===== config.mk =====
export PLATFORM = sky130hd
export DESIGN_NAME = insertion_sorter
export DESIGN_NICKNAME = d
export VERILOG_FILES = /design/src/rtl/core/isort_pkg.sv /design/src/rtl/core/isort_cell.sv /design/src/rtl/core/insertion_sorter.sv
export SDC_FILE = /design/constraint.sdc
export NUM_CORES = 2
export LEC_CHECK = 0
export ABC_AREA = 1
export CORE_UTILIZATION = 44
export DETAILED_ROUTE_END_ITERATION = 6
export DONT_BUFFER_PORTS = 1
export PLACE_DENSITY = 0.58
export SYNTH_ARGS = -nofsm -noshare
export SYNTH_HDL_FRONTEND = slang
export SYNTH_HIERARCHICAL = 1
export SYNTH_SLANG_ARGS = --single-unit

===== constraint.sdc =====
create_clock -name i_clk -period 27.3 [get_ports i_clk]
set_input_delay 4.095 -clock i_clk [delete_from_list [all_inputs] [get_ports i_clk]]
set_output_delay 4.095 -clock i_clk [all_outputs]
set_load 0.005 [all_outputs]

===== src/rtl/core/isort_pkg.sv =====
// Shared types, state codes and compare function for the insertion sorter.
// No dependencies; used by isort_cell and insertion_sorter.
`timescale 1ns / 1ps

package isort_pkg;

    localparam int unsigned VALUE_W = 32;

    typedef struct packed {
        logic signed [VALUE_W-1:0] value;
        logic                      batch_end;
    } t_in_beat;

    typedef struct packed {
        logic signed [VALUE_W-1:0] sorted_value;
        logic                      final_res;
        logic                      overflow;
    } t_out_beat;

    typedef struct packed {
        logic insert;
        logic shift;
        logic ascending;
    } t_cell_ctl;

    typedef enum logic {
        ST_LOAD,
        ST_EMIT
    } t_state;

    // True when the new key must sit ahead of the stored value.
    function automatic logic key_before(
        input logic signed [VALUE_W-1:0] stored,
        input logic signed [VALUE_W-1:0] key,
        input logic                      ascending
    );
        key_before = ascending ? (stored > key) : (key > stored);
    endfunction

endpackage


===== src/rtl/core/isort_cell.sv =====
// One slot of the insertion chain: holds a value, makes room on insert,
// passes its value toward the head while the batch drains. Depends on isort_pkg.
`timescale 1ns / 1ps

module isort_cell (
    input  logic                               i_clk,
    input  isort_pkg::t_cell_ctl               i_ctl,
    input  logic signed [isort_pkg::VALUE_W-1:0] i_key,
    input  logic                               i_occupied,
    input  logic                               i_prev_move,
    input  logic                               i_right_move,
    input  logic signed [isort_pkg::VALUE_W-1:0] i_left_data,
    input  logic signed [isort_pkg::VALUE_W-1:0] i_right_data,
    output logic signed [isort_pkg::VALUE_W-1:0] o_data,
    output logic                               o_move
);

    logic signed [isort_pkg::VALUE_W-1:0] r_data;
    logic signed [isort_pkg::VALUE_W-1:0] n_data;
    logic                                 move_here;

    assign move_here = !i_occupied || isort_pkg::key_before(r_data, i_key, i_ctl.ascending);
    assign o_move    = move_here && i_right_move;
    assign o_data    = r_data;

    always_comb begin
        n_data = r_data;
        if (i_ctl.insert && o_move) begin
            n_data = i_prev_move ? i_left_data : i_key;
        end else if (i_ctl.shift) begin
            n_data = i_right_data;
        end
    end

    always_ff @(posedge i_clk) begin
        r_data <= n_data;
    end

endmodule


===== src/rtl/core/insertion_sorter.sv =====
// Insertion sorter top level: chain of isort_cell slots, fill count, drain FSM.
// One item is accepted per cycle while loading; an accepted item sits in its sorted slot the cycle after.
// A batch_end beat starts draining the next cycle: one result per cycle, one result per stored value.
// busy is high while draining; results come one per cycle and cannot be stalled.
// Synchronous active-low reset empties the chain, clears overflow, sets ascending order.
// Depends on isort_pkg.
`timescale 1ns / 1ps

module insertion_sorter #(
    parameter int unsigned DEPTH = 32
) (
    input  logic                 i_clk,
    input  logic                 i_rst_n,
    input  logic                 start,
    output logic                 busy,
    input  isort_pkg::t_in_beat  i_in,
    output logic                 strobe,
    output isort_pkg::t_out_beat o_out,
    input  logic                 i_cfg_valid,
    output logic                 o_cfg_ready,
    input  logic                 i_cfg_data
);

    localparam int unsigned CNT_W = $clog2(DEPTH + 1);

    isort_pkg::t_state    r_state;
    isort_pkg::t_state    n_state;
    logic [CNT_W-1:0]     r_count;
    logic [CNT_W-1:0]     n_count;
    logic                 r_ovf;
    logic                 n_ovf;
    logic                 r_asc;
    logic                 accept;
    logic                 full;
    isort_pkg::t_cell_ctl ctl;

    logic signed [isort_pkg::VALUE_W-1:0] cell_data [DEPTH];
    logic                                 cell_move [DEPTH];

    assign o_cfg_ready = 1'b1;
    assign accept      = start && !busy;
    assign full        = (r_count == CNT_W'(DEPTH));

    always_comb begin
        n_state = r_state;
        case (r_state)
            isort_pkg::ST_LOAD: begin
                if (accept && i_in.batch_end) begin
                    n_state = isort_pkg::ST_EMIT;
                end
            end
            isort_pkg::ST_EMIT: begin
                if (r_count == CNT_W'(1)) begin
                    n_state = isort_pkg::ST_LOAD;
                end
            end
            default: n_state = isort_pkg::ST_LOAD;
        endcase
    end

    always_comb begin
        busy   = 1'b0;
        strobe = 1'b0;
        ctl    = '{insert: 1'b0, shift: 1'b0, ascending: r_asc};
        case (r_state)
            isort_pkg::ST_LOAD: begin
                ctl.insert = accept && !full;
            end
            isort_pkg::ST_EMIT: begin
                busy      = 1'b1;
                strobe    = 1'b1;
                ctl.shift = 1'b1;
            end
            default: busy = 1'b0;
        endcase
    end

    always_comb begin
        n_count = r_count;
        n_ovf   = r_ovf;
        if (ctl.insert) begin
            n_count = r_count + CNT_W'(1);
        end
        if (accept && full) begin
            n_ovf = 1'b1;
        end
        if (ctl.shift) begin
            n_count = r_count - CNT_W'(1);
            if (r_count == CNT_W'(1)) begin
                n_ovf = 1'b0;
            end
        end
    end

    always_ff @(posedge i_clk) begin
        if (!i_rst_n) begin
            r_state <= isort_pkg::ST_LOAD;
            r_count <= '0;
            r_ovf   <= 1'b0;
            r_asc   <= 1'b1;
        end else begin
            r_state <= n_state;
            r_count <= n_count;
            r_ovf   <= n_ovf;
            if (i_cfg_valid && o_cfg_ready) begin
                r_asc <= i_cfg_data;
            end
        end
    end

    assign o_out.sorted_value = cell_data[0];
    assign o_out.final_res    = (r_count == CNT_W'(1));
    assign o_out.overflow     = r_ovf;

    for (genvar i = 0; i < DEPTH; i++) begin : g_cell
        logic signed [isort_pkg::VALUE_W-1:0] left_data;
        logic signed [isort_pkg::VALUE_W-1:0] right_data;
        logic                                 prev_move;
        logic                                 right_move;

        if (i == 0) begin : g_head
            assign left_data = i_in.value;
            assign prev_move = 1'b0;
        end else begin : g_body
            assign left_data = cell_data[i-1];
            assign prev_move = cell_move[i-1];
        end

        if (i == DEPTH - 1) begin : g_tail
            assign right_data = cell_data[i];
            assign right_move = 1'b1;
        end else begin : g_mid
            assign right_data = cell_data[i+1];
            assign right_move = cell_move[i+1];
        end

        isort_cell u_cell (
            .i_clk        (i_clk),
            .i_ctl        (ctl),
            .i_key        (i_in.value),
            .i_occupied   (CNT_W'(i) < r_count),
            .i_prev_move  (prev_move),
            .i_right_move (right_move),
            .i_left_data  (left_data),
            .i_right_data (right_data),
            .o_data       (cell_data[i]),
            .o_move       (cell_move[i])
        );
    end

endmodule

==> results by stage <==
Placed design:
- The routability congestion estimate is 0.928.
- The post-detailed-placement cell area is 92000 µm².
- Once placement completed, the tool counted placed cells totaling 13000.
- The count of buffers from port buffering is 0.
- At the placement stage, the worst setup path has a slack of 9990 ps.
- Detailed placement finished with a half-perimeter wire length of just over 200000 µm.

Worst setup path:
- The number of cells on the worst reg-to-reg path is 50.
- The cell with the largest stage delay on the worst path is sky130_fd_sc_hd__buf_4.
- The setup check on the worst reg-to-reg path leaves a slack of 13450 ps.
- STA puts the critical path data required time at approximately 28000 ps.
- STA classifies the critical path startpoint as an input pin.
- The type of the worst setup path is input pin to flip-flop.
- The worst flop-to-flop path startpoint is g_cell[31].u_cell/o_data[15].
- In this run the worst setup path begins at i_in[14].
- The capture point of the worst reg-to-reg path is g_cell[1].u_cell/o_data[11].
- The maximum fanout count along the critical path is between 60 and 70.
- The most used cell along the critical path is sky130_fd_sc_hd__and2_2.
- For this run, the slowest stage of the critical path takes a little under 700 ps.
- STA puts the critical path data arrival time at 17320 ps.
- The worst setup path is captured at a flip-flop.

Clock network:
- The CTS tree is done.
- The number of buffers added by the clock tree synthesis step is 135.
- Clock-pin slew was measured on the worst setup and hold paths at 50 ps.
- In this run, post-CTS repair resized a total of 0 instances.
- The post-CTS setup buffer count is 0.
- The tree is rooted in a sky130_fd_sc_hd__clkbuf_16.
- The insertion delay to the later sink of the worst-skew pair is 800 ps.
- The tree built by TritonCTS fans out to 1033 sinks.
- For this design, the CTS-stage hold fixing added 0 buffers.
- The largest buffer count on any clock path is 3.
- The H-tree depth is 4.

Final layout:
- The post-route netlist has 16.1% of its cells at a drive strength greater than 1.
- The final-stage net count is roughly 12000.
- The filler cells instantiated in the layout total 19800.
- The count of placed standard cells in the final layout, fillers left out is 13300.
- The cell area after layout is 96300 µm².
- The area added between synthesis and finish is 5.63%.

Die:
- The die height is 457 µm.
- The total die area is roughly 210000 µm².
- The initial core utilization is between 40% and 50%.
- In this run the core area contains 166 standard-cell rows.
- The width of the die is 457 µm.
- The number of primary I/O pins is 75.
- The area inside the core boundary is 205000 µm².

Logic synthesis:
- Sequential cells were found to cover 33.9% of the synthesized design area.
- Yosys attributes the largest share of cell area to sky130_fd_sc_hd__edfxtp_1 34%, sky130_fd_sc_hd__ha_1 14%, sky130_fd_sc_hd__nand2_1 13%, sky130_fd_sc_hd__mux2_2 12%, sky130_fd_sc_hd__nand4_1 7.5%.
- The synthesized area is ~90000 µm².
- Synthesis inferred 1033 register bits.
- The netlist uses 35 different library cells.
- Summed over all instances, the cell type with the most area after synthesis is sky130_fd_sc_hd__edfxtp_1.
- During synthesis, Yosys emitted a total of 6 warnings.
- After synthesis, the largest area contributor takes up 33.7% of total cell area.
- Each instance of the synthesized netlist takes up on average approximately 8.4 µm².
- The number of instances in the synthesized netlist is 10900.

Drt:
- The first detailed-routing pass took 7 iterations.
- The count of nets left with antenna violations once routing finished came out at 0.
- The violation count after the first detailed-route iteration is roughly 8300.
- The total number of vias is 78000.
- Dividing the detail-routed wire length by the instance count gives 23.0 µm.
- The detailed-route wire length is roughly 300000 µm.
- The post-route DRC violation count is 2.
- In the routed layout, each cell is associated on average with a via count of 5.87.

Power:
- VDD sags by at most roughly 0.000068 V.
- The static leakage power is approximately 0.046 µW.
- Dividing total power by cell area gives a power density of 69.4 nW/µm².

Timing:
- The final period utilization is 61.8%.
- The max-slew headroom at the worst pin is 7.00%.
- The worst setup margin is 10420 ps.
- The final number of max-transition violations was 0.
- The worst hold-check slack is 518 ps.
- Setup repair after global routing left no endpoint under its margin.
- The highest clock frequency the design can meet is 59.3 MHz.
- At the pin with the least slew margin, the transition time is 1380 ps.
- The maximum clock skew at final layout is 32.6 ps.
- The total negative slack for setup checks is 0 ps.
- Setup violations remaining at the end of the flow were counted as 0.
- The final hold violation count is 0.
- The final critical-path required period is 16880 ps.

Outcome:
- The final reports fail on DRC.
- The run finished, with violations left.

Hold path:
- The path class of the tightest hold or removal check is flip-flop to flip-flop.
- In this run the most critical hold path is launched from r_ovf.
- For hold timing, the worst endpoint is r_ovf.
- The number of cells on the worst hold path is 2.

Global route:
- The overflow left after global routing is 0.
- The via count of the first global-routing pass was around 75000.
- The number of antenna violations at the first check in global routing was 9.
- The overall track demand over capacity in global routing is 28.4%.
- The first-pass GRT wire length is 460000 µm.
- Entering global routing, the biggest net connects ~170 pins.

Job:
- Across the run, the number of max-cap violations was 0.
## where the power goes
| part | internal [µW] | switching [µW] |
|---|---|---|
| Combinational | 924 | 1500 |
| Sequential | 2170 | 330 |
| Clock | 1020 | 741 |
## cell families after synthesis
family | after synthesis | share of synthesized area [%]
simple gates | 5209 | 26.7
xor+xnor | 2 | 0.0192
buf+inv | 1954 | 9.12
flops | 1033 | 33.9
fa+ha+maj | 1028 | 14.1
compound gates | 644 | 3.85
mux | 992 | 12.3
other cells | 2 | 0.00824
## cell usage after synthesis, drive strengths merged
library cell	n
nor4	1
nand4	1088
and2	62
conb	2
a31oi	1
inv	1370
clkbuf	351
nand2	3420
a21oi	428
o21a	33
edfxtp	1024
nor3b	1
o21ai	117
a21o	33
nand3	173
nor3	1
buf	233
ha	1028
a41oi	32
nor2	463
mux2	992
dfxtp	9
xor2	2
## how the worst max path moves through the flow
| stage | endpoint | cells past startpoint | slack, ps |
|---|---|---|---|
| 2_1_floorplan | g_cell[1].u_cell/o_data[10] | 82 | 10740 |
| 4_1_cts | g_cell[2].u_cell/o_data[23] | 48 | 10830 |
| 3_5_place_dp | g_cell[2].u_cell/o_data[4] | 48 | 9990 |
| 3_3_place_gp | g_cell[2].u_cell/o_data[4] | 50 | 10070 |
| 6_report | g_cell[1].u_cell/o_data[11] | 49 | 10420 |
| 5_1_grt | g_cell[2].u_cell/o_data[4] | 48 | 9910 |
## layer usage
metal | track usage (%) | vias to the layer above | part of all wire, %
li1 | - | 36500 | -
met1 | 39.6 | 37400 | 43
met2 | 43.5 | 3516 | 44
met3 | 4.77 | 637 | 8.9
met4 | 11.1 | 0 | 4.0
met5 | 0 | - | 0
## stage by stage
stage                     util, %  power (µW)
after detailed placement     44.8        4890
final                        46.9        6680
after global placement       44.8        4820
after CTS                    46.9        6670
after floorplan                 -        4240
after global routing         46.9        7050
## sequential cells by signal, indices dropped and copies added, names as in the netlist
signal and flops:
r_ovf 1, r_state 1, r_count 6, g_cell.u_cell/o_data 1024, r_asc 1
## critical path: cells and delay by family
family                     cells  cell delay, ps
AOI/OAI and AO/OA              3             450
adders and majority gates      1             360
and+or+nand+nor               38            8580
buffers and inverters          7            3450
## cell type report
| type | count | area [µm²] | share of cell area (%) |
|---|---|---|---|
| repair buffers | 78 | 623 | 0.647 |
| inverters | 1370 | 5150 | 5.35 |
| multi-input cells | 7878 | 52000 | 54.0 |
| flip-flops and latches | 1033 | 30900 | 32.1 |
| clock inverters | 72 | 603 | 0.626 |
| well taps | 2688 | 3360 | 3.49 |
| diodes | 2 | 5.00 | 0.00520 |
| clock buffers | 166 | 3650 | 3.79 |
## placed cells by master (no fill, tap or decap), types with 20 or more instances in the layout
cell / n
sky130_fd_sc_hd__nand2_2: 313
sky130_fd_sc_hd__nor2_1: 459
sky130_fd_sc_hd__nand2_1: 3104
sky130_fd_sc_hd__o21ai_0: 113
sky130_fd_sc_hd__buf_4: 75
sky130_fd_sc_hd__mux2_2: 992
sky130_fd_sc_hd__inv_1: 1366
sky130_fd_sc_hd__edfxtp_1: 1024
sky130_fd_sc_hd__nand4_1: 1088
sky130_fd_sc_hd__clkinv_2: 20
sky130_fd_sc_hd__nand3_1: 106
sky130_fd_sc_hd__clkbuf_16: 141
sky130_fd_sc_hd__a21o_1: 33
sky130_fd_sc_hd__nand3_4: 64
sky130_fd_sc_hd__a41oi_1: 32
sky130_fd_sc_hd__clkbuf_1: 22
sky130_fd_sc_hd__ha_1: 1028
sky130_fd_sc_hd__a21oi_1: 428
sky130_fd_sc_hd__o21a_1: 33
sky130_fd_sc_hd__clkinv_1: 30
sky130_fd_sc_hd__and2_2: 60
No activity file was read; power rests on OpenSTA's default activity.
